[config.mk]
export PLATFORM = sky130hd
export DESIGN_NAME = bounded_deque
export DESIGN_NICKNAME = d
export VERILOG_FILES = /design/src/rtl/bdq_pkg.sv /design/src/rtl/bdq_ctrl.sv /design/src/rtl/bdq_dp.sv /design/src/rtl/bounded_deque.sv
export SDC_FILE = /design/constraint.sdc
export NUM_CORES = 1
export LEC_CHECK = 0
export ABC_AREA = 1
export CAP_MARGIN = 0
export CORE_MARGIN = 4
export CORE_UTILIZATION = 30
export DETAILED_ROUTE_END_ITERATION = 7
export DONT_BUFFER_PORTS = 1
export PLACE_DENSITY = 0.47
export SETUP_SLACK_MARGIN = 0.3
export SYNTH_ARGS = -nofsm -noshare
export SYNTH_HDL_FRONTEND = slang
export SYNTH_SLANG_ARGS = --single-unit
[constraint.sdc]
create_clock -name clk -period 3.47 [get_ports clk]
set_clock_uncertainty 0.2 [all_clocks]
set_input_delay 0.347 -clock clk [delete_from_list [all_inputs] [get_ports clk]]
set_output_delay 0.347 -clock clk [all_outputs]
set_load 0.05 [all_outputs]
[src/rtl/bdq_pkg.sv]
`default_nettype none
// ----------------------------------------------------------------------------
// bdq_pkg
// Shared types for the bounded deque: operation and status codes, controller
// states and the command bundle from controller to datapath.
// ----------------------------------------------------------------------------
package bdq_pkg;

	// Operation carried by an input beat
	typedef enum logic [1:0] {
		OP_PUSH_FRONT = 2'd0,
		OP_PUSH_BACK  = 2'd1,
		OP_POP_FRONT  = 2'd2,
		OP_POP_BACK   = 2'd3
	} op_t;

	// Result status
	typedef enum logic [1:0] {
		ST_OK    = 2'd0,
		ST_EMPTY = 2'd1,
		ST_FULL  = 2'd2
	} status_t;

	// Controller states
	typedef enum logic {
		S_IDLE = 1'b0,
		S_READ = 1'b1
	} state_t;

	// Commands from controller to datapath
	typedef struct packed {
		logic accept;    // input beat taken: update pointers, write or read
		logic load_push; // load output register with a push result
		logic load_pop;  // load output register with a pop result
	} cmd_t;

endpackage
`default_nettype wire

[src/rtl/bdq_ctrl.sv]
`default_nettype none
// ----------------------------------------------------------------------------
// bdq_ctrl
// Controller for the bounded deque. Takes input beats when idle and the output slot
// is free, holds pops in a read state for the registered memory read, and
// owns the output valid flag.
// ----------------------------------------------------------------------------
module bdq_ctrl (
	input  wire logic          clk,
	input  wire logic          arst_n,
	input  wire logic          in_valid,
	input  wire logic          in_is_pop,
	output logic               in_stall,
	output logic               out_valid,
	input  wire logic          out_stall,
	output bdq_pkg::cmd_t      cmd
);

	bdq_pkg::state_t state_q, state_d;
	logic            out_valid_q, out_valid_d;
	logic            slot_free;

	// Output slot is free when empty or being drained this cycle
	assign slot_free = !out_valid_q || !out_stall;
	assign out_valid = out_valid_q;

	// State and valid registers
	always_ff @(posedge clk or negedge arst_n) begin
		if (!arst_n) begin
			state_q     <= bdq_pkg::S_IDLE;
			out_valid_q <= 1'b0;
		end else begin
			state_q     <= state_d;
			out_valid_q <= out_valid_d;
		end
	end

	// Next state and commands
	always_comb begin
		state_d     = state_q;
		out_valid_d = out_valid_q && out_stall;
		in_stall    = 1'b1;
		cmd         = '0;
		unique case (state_q)
			bdq_pkg::S_IDLE: begin
				in_stall = !slot_free;
				if (in_valid && slot_free) begin
					cmd.accept = 1'b1;
					if (in_is_pop) begin
						state_d = bdq_pkg::S_READ;
					end else begin
						cmd.load_push = 1'b1;
						out_valid_d   = 1'b1;
					end
				end
			end
			bdq_pkg::S_READ: begin
				if (slot_free) begin
					cmd.load_pop = 1'b1;
					out_valid_d  = 1'b1;
					state_d      = bdq_pkg::S_IDLE;
				end
			end
			default: begin
				state_d = bdq_pkg::S_IDLE;
			end
		endcase
	end

endmodule
`default_nettype wire

[src/rtl/bdq_dp.sv]
`default_nettype none
// ----------------------------------------------------------------------------
// bdq_dp
// Datapath for the bounded deque: ring buffer memory, front and back
// pointers, entry count, pending pop result and the output register.
// ----------------------------------------------------------------------------
module bdq_dp #(
	parameter int DEPTH      = 16,
	parameter int DATA_WIDTH = 32,
	parameter int AW         = 4,
	parameter int CW         = 5
) (
	input  wire logic                 clk,
	input  wire logic                 arst_n,
	input  wire bdq_pkg::cmd_t        cmd,
	input  wire logic [1:0]           mode,
	input  wire logic signed [31:0]   push_value,
	output logic signed [31:0]        pop_value,
	output logic [1:0]                status,
	output logic [CW-1:0]             occupancy
);

	localparam logic [AW-1:0] LAST = AW'(DEPTH - 1);
	localparam logic [CW-1:0] FULL_CNT = CW'(DEPTH);

	logic [DATA_WIDTH-1:0] mem [0:DEPTH-1];
	logic [DATA_WIDTH-1:0] rd_s1;
	logic [AW-1:0]         front_q, back_q;
	logic [CW-1:0]         count_q;
	bdq_pkg::status_t      pend_status_q;
	logic [CW-1:0]         pend_occ_q;
	logic signed [31:0]    pop_value_q;
	bdq_pkg::status_t      status_q;
	logic [CW-1:0]         occ_q;

	logic                  full, empty;
	logic [AW-1:0]         front_prev, front_next, back_prev, back_next;
	logic [DATA_WIDTH+31:0] wr_wide;
	logic [DATA_WIDTH+31:0] rd_wide;
	logic [DATA_WIDTH-1:0] wr_data;
	logic                  we, re;
	logic [AW-1:0]         wr_addr, rd_addr;

	assign full  = (count_q == FULL_CNT);
	assign empty = (count_q == '0);

	// Wrap pointers at the ring ends
	assign front_prev = (front_q == '0) ? LAST : front_q - AW'(1);
	assign front_next = (front_q == LAST) ? '0 : front_q + AW'(1);
	assign back_prev  = (back_q == '0) ? LAST : back_q - AW'(1);
	assign back_next  = (back_q == LAST) ? '0 : back_q + AW'(1);

	// Keep the low DATA_WIDTH bits of the pushed word
	assign wr_wide = {{DATA_WIDTH{1'b0}}, push_value};
	assign wr_data = wr_wide[DATA_WIDTH-1:0];
	// Return stored bits zero-extended into the result word
	assign rd_wide = {32'b0, rd_s1};

	// Decode memory access for the accepted beat
	always_comb begin
		we      = 1'b0;
		re      = 1'b0;
		wr_addr = back_q;
		rd_addr = front_q;
		unique case (bdq_pkg::op_t'(mode))
			bdq_pkg::OP_PUSH_FRONT: begin
				we      = cmd.accept && !full;
				wr_addr = front_prev;
			end
			bdq_pkg::OP_PUSH_BACK: begin
				we      = cmd.accept && !full;
				wr_addr = back_q;
			end
			bdq_pkg::OP_POP_FRONT: begin
				re      = cmd.accept && !empty;
				rd_addr = front_q;
			end
			bdq_pkg::OP_POP_BACK: begin
				re      = cmd.accept && !empty;
				rd_addr = back_prev;
			end
			default: begin
				we = 1'b0;
			end
		endcase
	end

	// Ring buffer memory with registered read
	always_ff @(posedge clk) begin
		if (we) begin
			mem[wr_addr] <= wr_data;
		end
		if (re) begin
			rd_s1 <= mem[rd_addr];
		end
	end

	// Advance pointers and count
	always_ff @(posedge clk or negedge arst_n) begin
		if (!arst_n) begin
			front_q <= '0;
			back_q  <= '0;
			count_q <= '0;
		end else if (cmd.accept) begin
			unique case (bdq_pkg::op_t'(mode))
				bdq_pkg::OP_PUSH_FRONT: begin
					if (!full) begin
						front_q <= front_prev;
						count_q <= count_q + CW'(1);
					end
				end
				bdq_pkg::OP_PUSH_BACK: begin
					if (!full) begin
						back_q  <= back_next;
						count_q <= count_q + CW'(1);
					end
				end
				bdq_pkg::OP_POP_FRONT: begin
					if (!empty) begin
						front_q <= front_next;
						count_q <= count_q - CW'(1);
					end
				end
				bdq_pkg::OP_POP_BACK: begin
					if (!empty) begin
						back_q  <= back_prev;
						count_q <= count_q - CW'(1);
					end
				end
				default: begin
					count_q <= count_q;
				end
			endcase
		end
	end

	// Hold pop status until the read data arrives
	always_ff @(posedge clk) begin
		if (cmd.accept && mode[1]) begin
			pend_status_q <= empty ? bdq_pkg::ST_EMPTY : bdq_pkg::ST_OK;
			pend_occ_q    <= empty ? count_q : count_q - CW'(1);
		end
	end

	// Load the output register
	always_ff @(posedge clk) begin
		if (cmd.load_push) begin
			pop_value_q <= '0;
			status_q    <= full ? bdq_pkg::ST_FULL : bdq_pkg::ST_OK;
			occ_q       <= full ? count_q : count_q + CW'(1);
		end else if (cmd.load_pop) begin
			pop_value_q <= (pend_status_q == bdq_pkg::ST_OK) ? rd_wide[31:0] : '0;
			status_q    <= pend_status_q;
			occ_q       <= pend_occ_q;
		end
	end

	assign pop_value = pop_value_q;
	assign status    = status_q;
	assign occupancy = occ_q;

endmodule
`default_nettype wire

[src/rtl/bounded_deque.sv]
// ----------------------------------------------------------------------------
// bounded_deque
// Double-ended queue of DEPTH signed words in a ring buffer.
// Push results are registered straight into the output register; a pop result
// waits in a read state for the registered read of the ring memory. Throughput:
// pushes 1 per cycle while out_stall is low; no beat is taken during a pop's read.
// Reset: arst_n clears pointers, count and valid flags; memory is not reset.
// ----------------------------------------------------------------------------
`default_nettype none
module bounded_deque #(
	parameter int DEPTH      = 16,
	parameter int DATA_WIDTH = 32,
	localparam int AW        = $clog2(DEPTH),
	localparam int CW        = $clog2(DEPTH + 1)
) (
	input  wire logic               clk,
	input  wire logic               arst_n,
	input  wire logic               in_valid,
	output logic                    in_stall,
	input  wire logic [1:0]         mode,
	input  wire logic signed [31:0] push_value,
	output logic                    out_valid,
	input  wire logic               out_stall,
	output logic signed [31:0]      pop_value,
	output logic [1:0]              status,
	output logic [CW-1:0]           occupancy
);

	bdq_pkg::cmd_t cmd;

	// Controller
	bdq_ctrl u_ctrl (
		.clk       (clk),
		.arst_n    (arst_n),
		.in_valid  (in_valid),
		.in_is_pop (mode[1]),
		.in_stall  (in_stall),
		.out_valid (out_valid),
		.out_stall (out_stall),
		.cmd       (cmd)
	);

	// Datapath
	bdq_dp #(
		.DEPTH      (DEPTH),
		.DATA_WIDTH (DATA_WIDTH),
		.AW         (AW),
		.CW         (CW)
	) u_dp (
		.clk        (clk),
		.arst_n     (arst_n),
		.cmd        (cmd),
		.mode       (mode),
		.push_value (push_value),
		.pop_value  (pop_value),
		.status     (status),
		.occupancy  (occupancy)
	);

	// An accepted push shows its result on the next cycle
	a_push_result: assert property (@(posedge clk) disable iff (!arst_n)
		in_valid && !in_stall && !mode[1] |=> out_valid)
		else $error("push beat produced no result");

	// A full error reports a full queue
	a_full_occ: assert property (@(posedge clk) disable iff (!arst_n)
		out_valid && (status == bdq_pkg::ST_FULL) |-> occupancy == CW'(DEPTH))
		else $error("full status with queue not full");

	// An empty error reports an empty queue and a zero word
	a_empty_res: assert property (@(posedge clk) disable iff (!arst_n)
		out_valid && (status == bdq_pkg::ST_EMPTY) |-> (occupancy == '0) && (pop_value == '0))
		else $error("empty status with bad result");

	// Occupancy stays within the ring size
	a_occ_bound: assert property (@(posedge clk) disable iff (!arst_n)
		out_valid |-> occupancy <= CW'(DEPTH))
		else $error("occupancy above depth");

endmodule
`default_nettype wire
==> flow_summary.ini, run 1 <==
[run_status]
status = completed

[floorplanning]
floorplan.core_area_mm2 = 0.08515
floorplan.die.height_um = 300.9
floorplan.rows = 107
dieWidth_um = 300.9
initial_core_utilization_pct = 30.24
io_pins = 79
die_area_mm2 = 0.09057

[setup_path]
regToRegStartpoint = u_dp.front_q[0]
timing.critical_path.slowest_stage_cell = sky130_fd_sc_hd__dfrtp_1
critical_path_peak_fanout = 23
worst-r2r-setup-slack_ps = 480
worst_setup_path_start_kind = flip-flop
worstPathBufferInverterCount = 2
worst_path_arrival_ps = 3040
worstSetupPathType = flip-flop to flip-flop
max_stage_delay_ps = 420
r2r_end = u_dp.mem[1][12]
worst-endpoint-required_ps = 3510
cpMostUsedCell = sky130_fd_sc_hd__nand2_1
ordered_list_of_cells_on_the_worst_path = inv_1, ha_1, nand2_1, o21ai_0, nand2_1, o21ai_0, nand2_1, nor2_4, buf_4
critPathCaptureType = flip-flop
timing.reg2reg.worst_path_depth = 9
category_of_cells_accounting_for_the_largest_share_of_critical_path_delay = simple AND/OR/NAND/NOR gates

[timing]
count_of_endpoints_failing_setup_in_the_final_report = 0
drv_slew = 0
holdWs_ps = 41.65
finalHoldViolations = 0
worst_pin_slew_ps = 796.4
post-route-period-util_pct = 86.23
postLayoutSetupSlackWorst_ps = 477.9
layout_min_cycle_time_ps = 2992
rsz0062_at_grt = no
timing.slew.headroom_pct = 46.73
fmax_ghz = 0.3342
fin_setup_tns_ps = 0

[layout]
areaGrowthSynthToFinish_pct = 17.00
post-route-util_pct = 35.38
fill_cell_instance_count_of_the_final_layout = 8511
final_layout_size_suffix_gt1_share_pct = 8.032
design_area_mm2 = 0.03012
layout.area.seq_mm2 = 0.01774
multiInputGateArea_mm2 = 0.006387
finish.net_count = 2504

[pwr]
power.leakage_uw = 0.01188
cellPowerDensity_mw_per_mm2 = 777.1
power.ir.vdd_worst_mv = 0.4969

[drt]
route.antenna.remaining_nets = 0
detail_route.iter0.violations = 1471
vias = 17420
detail_route.first_pass.iterations = 5
drt_drc_violations_left = 0
route.final.wire_length_mm = 74.10
viasPerCell = 4.758
drt-wirelength-per-cell_um = 20.24

[clock_network]
postCtsResizedCells = 0
cts_made_buffers = 68
clockRootBuffer = sky130_fd_sc_hd__clkbuf_16
cts.reportedPaths.clkPinSlew_ps = 60
worstSkewPairLatency_ps = 630
cts_num_sinks = 604
cts_max_path_buffers = 3
tritoncts = built
htreeDepth = 3

[grt]
grt_first_pass_wirelength_mm = 112.5
globalRouteMet2Util_pct = 26.49
groute.usage.overall_pct = 16.37
number_of_antenna_violations_at_the_first_check_in_global_routing = 7
global_route_total_overflow = 0
first_global_vias = 17237
grtUsageMet3_pct = 2.545
grt_use_met1_pct = 22.73
largest_net_degree_at_the_start_of_global_routing = 145
grt_busiest_layer = met2

[min_path]
holdPathStages = 5
holdCritPathClass = input port to flip-flop
min_from = mode[1]
hold_end = u_dp.back_q[3]

[yosys]
synthesis.nets = 2464
ys_ff_latch = 604
syn_area_per_cell_um2 = 10.64
syn_inst = 2420
async_reset_ff_share_pct = 2.483
ys_types = 27
synth.yosys.seq_area_share_pct = 68.92
synthesis.yosys.warnings = 0
synth_area_mm2 = 0.02574
synth_edf_count = 557
synth_flop_cell = sky130_fd_sc_hd__edfxtp_1

[flow_run]
max-cap-violations = 0

[placement]
area_after_detailed_placement_mm2 = 0.02752
place_ws_ps = 488.9
gp_congestion = 0.8482
numPortBuffers = 0
dp.final_hpwl_mm = 41.89
synthesized netlist by cell type, types with 6 or more instances:
library cell               number  area (um^2)
sky130_fd_sc_hd__nor2_1        34        127.6
sky130_fd_sc_hd__buf_2         90        450.4
sky130_fd_sc_hd__buf_1          6        22.52
sky130_fd_sc_hd__ha_1           6        75.07
sky130_fd_sc_hd__clkbuf_1      32        120.1
sky130_fd_sc_hd__nand2_1      629         2361
sky130_fd_sc_hd__a21oi_1       38        190.2
sky130_fd_sc_hd__buf_4         16        120.1
sky130_fd_sc_hd__o21ai_0       29        145.1
sky130_fd_sc_hd__dfxtp_1       32        640.6
sky130_fd_sc_hd__inv_1        289         1085
sky130_fd_sc_hd__dfrtp_1       15        375.4
sky130_fd_sc_hd__xor2_1         7        61.31
sky130_fd_sc_hd__edfxtp_1     557        16730
sky130_fd_sc_hd__nand3_1      620         3103
cell usage in the layout (no fill, tap or decap), types with 24 or more instances in the layout:
cell                            instances
sky130_fd_sc_hd__a21oi_1               37
sky130_fd_sc_hd__buf_12                24
sky130_fd_sc_hd__buf_4                 51
sky130_fd_sc_hd__clkbuf_16             68
sky130_fd_sc_hd__dfxtp_1               32
sky130_fd_sc_hd__dlygate4sd3_1         39
sky130_fd_sc_hd__edfxtp_1             557
sky130_fd_sc_hd__inv_1                288
sky130_fd_sc_hd__nand2_1              629
sky130_fd_sc_hd__nand3_1              620
sky130_fd_sc_hd__o21ai_0               28
repair_timing:
| item | CTS | global route |
|---|---|---|
| hold buffers | 39 | 0 |
| buffers inserted | 0 | 0 |
| hold endpoints to repair | 541 | 0 |
where the power goes:
| part | total, uW | switching, uW | leakage (uW) | internal [uW] |
|---|---|---|---|---|
| Clock | 7150 | 3010 | 0.00107 | 4150 |
| Sequential | 9090 | 555 | 0.00547 | 8540 |
| Combinational | 7160 | 5040 | 0.00533 | 2120 |
| Total | 23400 | 8600 | 0.0119 | 14800 |
registers in the layout, summed over array words and instances (netlist names):
signal,cells
u_dp.front_q,4
u_dp.mem,512
u_dp.count_q,5
u_dp.status,2
u_dp.pend_status_q,1
u_dp.back_q,4
u_ctrl.out_valid,1
u_ctrl.state_q,1
u_dp.occupancy,5
u_dp.pend_occ_q,5
u_dp.rd_s1,32
u_dp.pop_value,32
worst max-delay path by stage:
stage	from	depth (start not counted)	endpoint	slack, ps
6_report	u_dp.front_q[0]	9	u_dp.mem[1][12]	480
5_1_grt	u_dp.front_q[0]	11	u_dp.mem[8][25]	320
4_1_cts	u_dp.front_q[0]	9	u_dp.mem[1][10]	470
3_5_place_dp	u_dp.front_q[0]	9	u_dp.mem[1][12]	490
3_3_place_gp	u_dp.front_q[0]	9	u_dp.mem[1][12]	490
2_1_floorplan	u_ctrl.out_valid	7	u_dp.mem[11][0]	90
kinds of logic after synthesis:
family	Yosys count	synth area share, %
adder cells (fa/ha/maj)	6	0.2916
AO/OA/AOI/OAI	75	1.531
AND/OR/NAND/NOR	1290	21.93
XOR/XNOR	9	0.3062
buffers and inverters	436	7.028
flip-flops	604	68.92
metal layers:
metal	part of all wire, %	wire (um)	up-vias
met4	2.4	1746	6
li1	-	-	8289
met5	0.039	29	-
met3	5.8	4264	114
met1	45	33390	8541
met2	47	34670	470
worst min-delay path, stage by stage:
cell and delay (ps):
sky130_fd_sc_hd__nand2_2 150, sky130_fd_sc_hd__o21ai_0 110, sky130_fd_sc_hd__o21ai_0 70, sky130_fd_sc_hd__nand2_1 60, sky130_fd_sc_hd__o21ai_0 60
metrics by stage:
step,cells,power (uW)
finish,3661,23410
detailed placement,3495,16300
CTS,3659,23650
global route,3660,24770
floorplan,2420,13820
global placement,3495,16270
area by class of cell:
class | instances | share of cell area (%)
well taps | 1144 | 4.752
multi-input cells | 1380 | 21.21
clock buffers | 84 | 5.919
repair buffers | 114 | 4.162
inverters | 292 | 3.647
flip-flops and latches | 604 | 58.90
clock inverters | 41 | 1.396
diodes | 2 | 0.01662
Note: power is estimated with default switching activity, not from simulation.
==> run 2: changes to the inputs <==
Settings changed: CORE_MARGIN 4 to default.
==> run 2 against run 1 <==
Effect of this change:
- clock power decreased by 0.8%
- count of clock-buffer cells in the layout increased by 7
- highest routed layer is now met4
- total power decreased by 0.58%
- sequential share of layout area increased by 0.16 points
==> flow_summary.ini, run 2 (synthesized netlist as in run 1, its figures left out) <==
[run_status]
status = completed

[drt]
viasPerCell = 4.737
vias = 17272
drt-wirelength-per-cell_um = 19.72
detail_route.iter0.violations = 1248
drt_drc_violations_left = 0
route.final.wire_length_mm = 71.90
route.antenna.remaining_nets = 0
detail_route.first_pass.iterations = 6

[layout]
final_layout_size_suffix_gt1_share_pct = 7.597
areaGrowthSynthToFinish_pct = 16.69
mostFrequentLayoutCells = 629 x sky130_fd_sc_hd__nand2_1, 620 x sky130_fd_sc_hd__nand3_1, 557 x sky130_fd_sc_hd__edfxtp_1, 288 x sky130_fd_sc_hd__inv_1, 71 x sky130_fd_sc_hd__clkbuf_16
layout.area.seq_mm2 = 0.01774
fill_cell_instance_count_of_the_final_layout = 8454
largest_reg_flops = 512
layout.cells.most_common = sky130_fd_sc_hd__nand2_1
max_flop_register = u_dp.mem
final_cells = 3646
finish.net_count = 2495
multiInputGateArea_mm2 = 0.006387

[timing]
layout_min_cycle_time_ps = 2963
timing.slew.headroom_pct = 20.99
post-route-period-util_pct = 85.38
holdWs_ps = 64.96
drv_slew = 0
fin_setup_tns_ps = 0
worst_pin_slew_ps = 1184
count_of_endpoints_failing_setup_in_the_final_report = 0
fmax_ghz = 0.3375
finalHoldViolations = 0
rsz0062_at_grt = no

[setup_path]
worst-r2r-setup-slack_ps = 510
worst_setup_path_start_kind = flip-flop
cpMostUsedCell = sky130_fd_sc_hd__nand3_1
worst-endpoint-required_ps = 3700
regToRegStartpoint = u_dp.back_q[0]
worstPathBufferInverterCount = 3
critical_path_peak_fanout = 39
worst_path_arrival_ps = 3190
timing.critical_path.slowest_stage_cell = sky130_fd_sc_hd__inv_4
timing.reg2reg.worst_path_depth = 10
critPathCaptureType = flip-flop
r2r_end = u_dp.rd_s1[21]
worstSetupPathType = flip-flop to flip-flop
max_stage_delay_ps = 460
ordered_list_of_cells_on_the_worst_path = inv_1, ha_1, nor2_1, a21oi_4, inv_4, buf_12, nand3_1, nand3_1, nand3_1, nand2_1
category_of_cells_accounting_for_the_largest_share_of_critical_path_delay = buffers and inverters

[grt]
globalRouteMet2Util_pct = 27.20
grtUsageMet3_pct = 2.579
number_of_antenna_violations_at_the_first_check_in_global_routing = 1
grt_busiest_layer = met2
first_global_vias = 16975
grt_first_pass_wirelength_mm = 108.2
grt_use_met1_pct = 22.46
global_route_total_overflow = 0
largest_net_degree_at_the_start_of_global_routing = 122
groute.usage.overall_pct = 16.57

[floorplanning]
floorplan.die.height_um = 294.9
die_area_mm2 = 0.08699
dieWidth_um = 294.9
initial_core_utilization_pct = 30.24
io_pins = 79
floorplan.core_area_mm2 = 0.08515
floorplan.rows = 107

[pwr]
total_power_uw = 23270
power.leakage_uw = 0.01185
power.share.combinational_pct = 30.5
sequentialPowerShare_pct = 39.1
switchingPower_uw = 8363
swShare_pct = 35.94
cellInternalPower_uw = 14910
p_clk_share_pct = 30.5
cellPowerDensity_mw_per_mm2 = 774.6
power.ir.vdd_worst_mv = 0.4486

[clock_network]
cts_num_sinks = 604
cts_made_buffers = 67
worstSkewPairLatency_ps = 590
tritoncts = built
cts.reportedPaths.clkPinSlew_ps = 60
htreeDepth = 3
cts_max_path_buffers = 3
clockRootBuffer = sky130_fd_sc_hd__clkbuf_16
postCtsSetupRepairBufs = 0

[placement]
numPortBuffers = 0
placedCellCount = 3487
dp.final_hpwl_mm = 40.47
gp_congestion = 0.8175

[min_path]
holdPathStages = 4
hold_end = u_ctrl.state_q
min_from = mode[1]
holdCritPathClass = input port to flip-flop

[flow_run]
max-cap-violations = 0
==> run 2: cell types whose count changed in the layout (fill, tap and decap cells not counted), sizes merged <==
cell	before	now
buf	75	67
clkbuf	84	91
clkinv	29	21
clkinvlp	2	1
diode	2	1
inv	296	292
==> run 2: metrics by stage <==
step	instance area, um^2	util [%]	setup WS [ps]
after global placement	27480	32.27	506.1
after detailed placement	27480	32.27	526.0
after floorplan	25790	-	90.78
final	30040	35.28	507.2
after CTS	30040	35.28	498.1
after global routing	30040	35.28	328.7
==> run 2: worst reg2reg max path, delay by kind of cell, from the launching register on <==
family	cells	cell delay, ps
compound gates	1	110
simple gates	5	820
fa+ha+maj	1	330
flops	1	430
buf+inv	3	910
==> run 2: per-layer routing <==
layer	share of wire, %	vias up	wire, um
li1	-	8258	-
met1	45	8512	32570
met2	48	415	34240
met3	5.0	87	3599
met4	2.1	0	1490
met5	0	-	0
==> run 2: repair_timing <==
action	4_1_cts	5_1_grt
hold buffers	39	0
hold endpoints to repair	541	0
resized for setup	0	0
==> run 2: worst max-delay path by stage <==
stage	startpoint	to	depth (start not counted)
global placement	u_dp.back_q[0]	u_dp.rd_s1[21]	10
CTS	u_dp.back_q[0]	u_dp.rd_s1[21]	10
detailed placement	u_dp.back_q[0]	u_dp.rd_s1[21]	10
finish	u_dp.back_q[0]	u_dp.rd_s1[21]	10
global route	u_dp.front_q[0]	u_dp.mem[10][9]	11
floorplan	u_ctrl.out_valid	u_dp.mem[11][0]	7
==> run 2: layout make-up <==
type,instances,share of cell area (%)
multi-input cells,1380,21.26
well taps,1144,4.765
repair buffers,106,4.015
inverters,292,3.657
clock buffers,91,6.289
flip-flops and latches,604,59.06
diodes,1,0.008330
clock inverters,28,0.9454
==> run 2: power by group through the flow <==
stage               Sequential [uW]  Clock, uW  Combinational [uW]
global route                   9120       7520                7860
global placement               9230          0                6920
detailed placement             9230          0                6970
floorplan                      9120          0                4700
finish                         9090       7090                7090
CTS                            9080       7270                7130
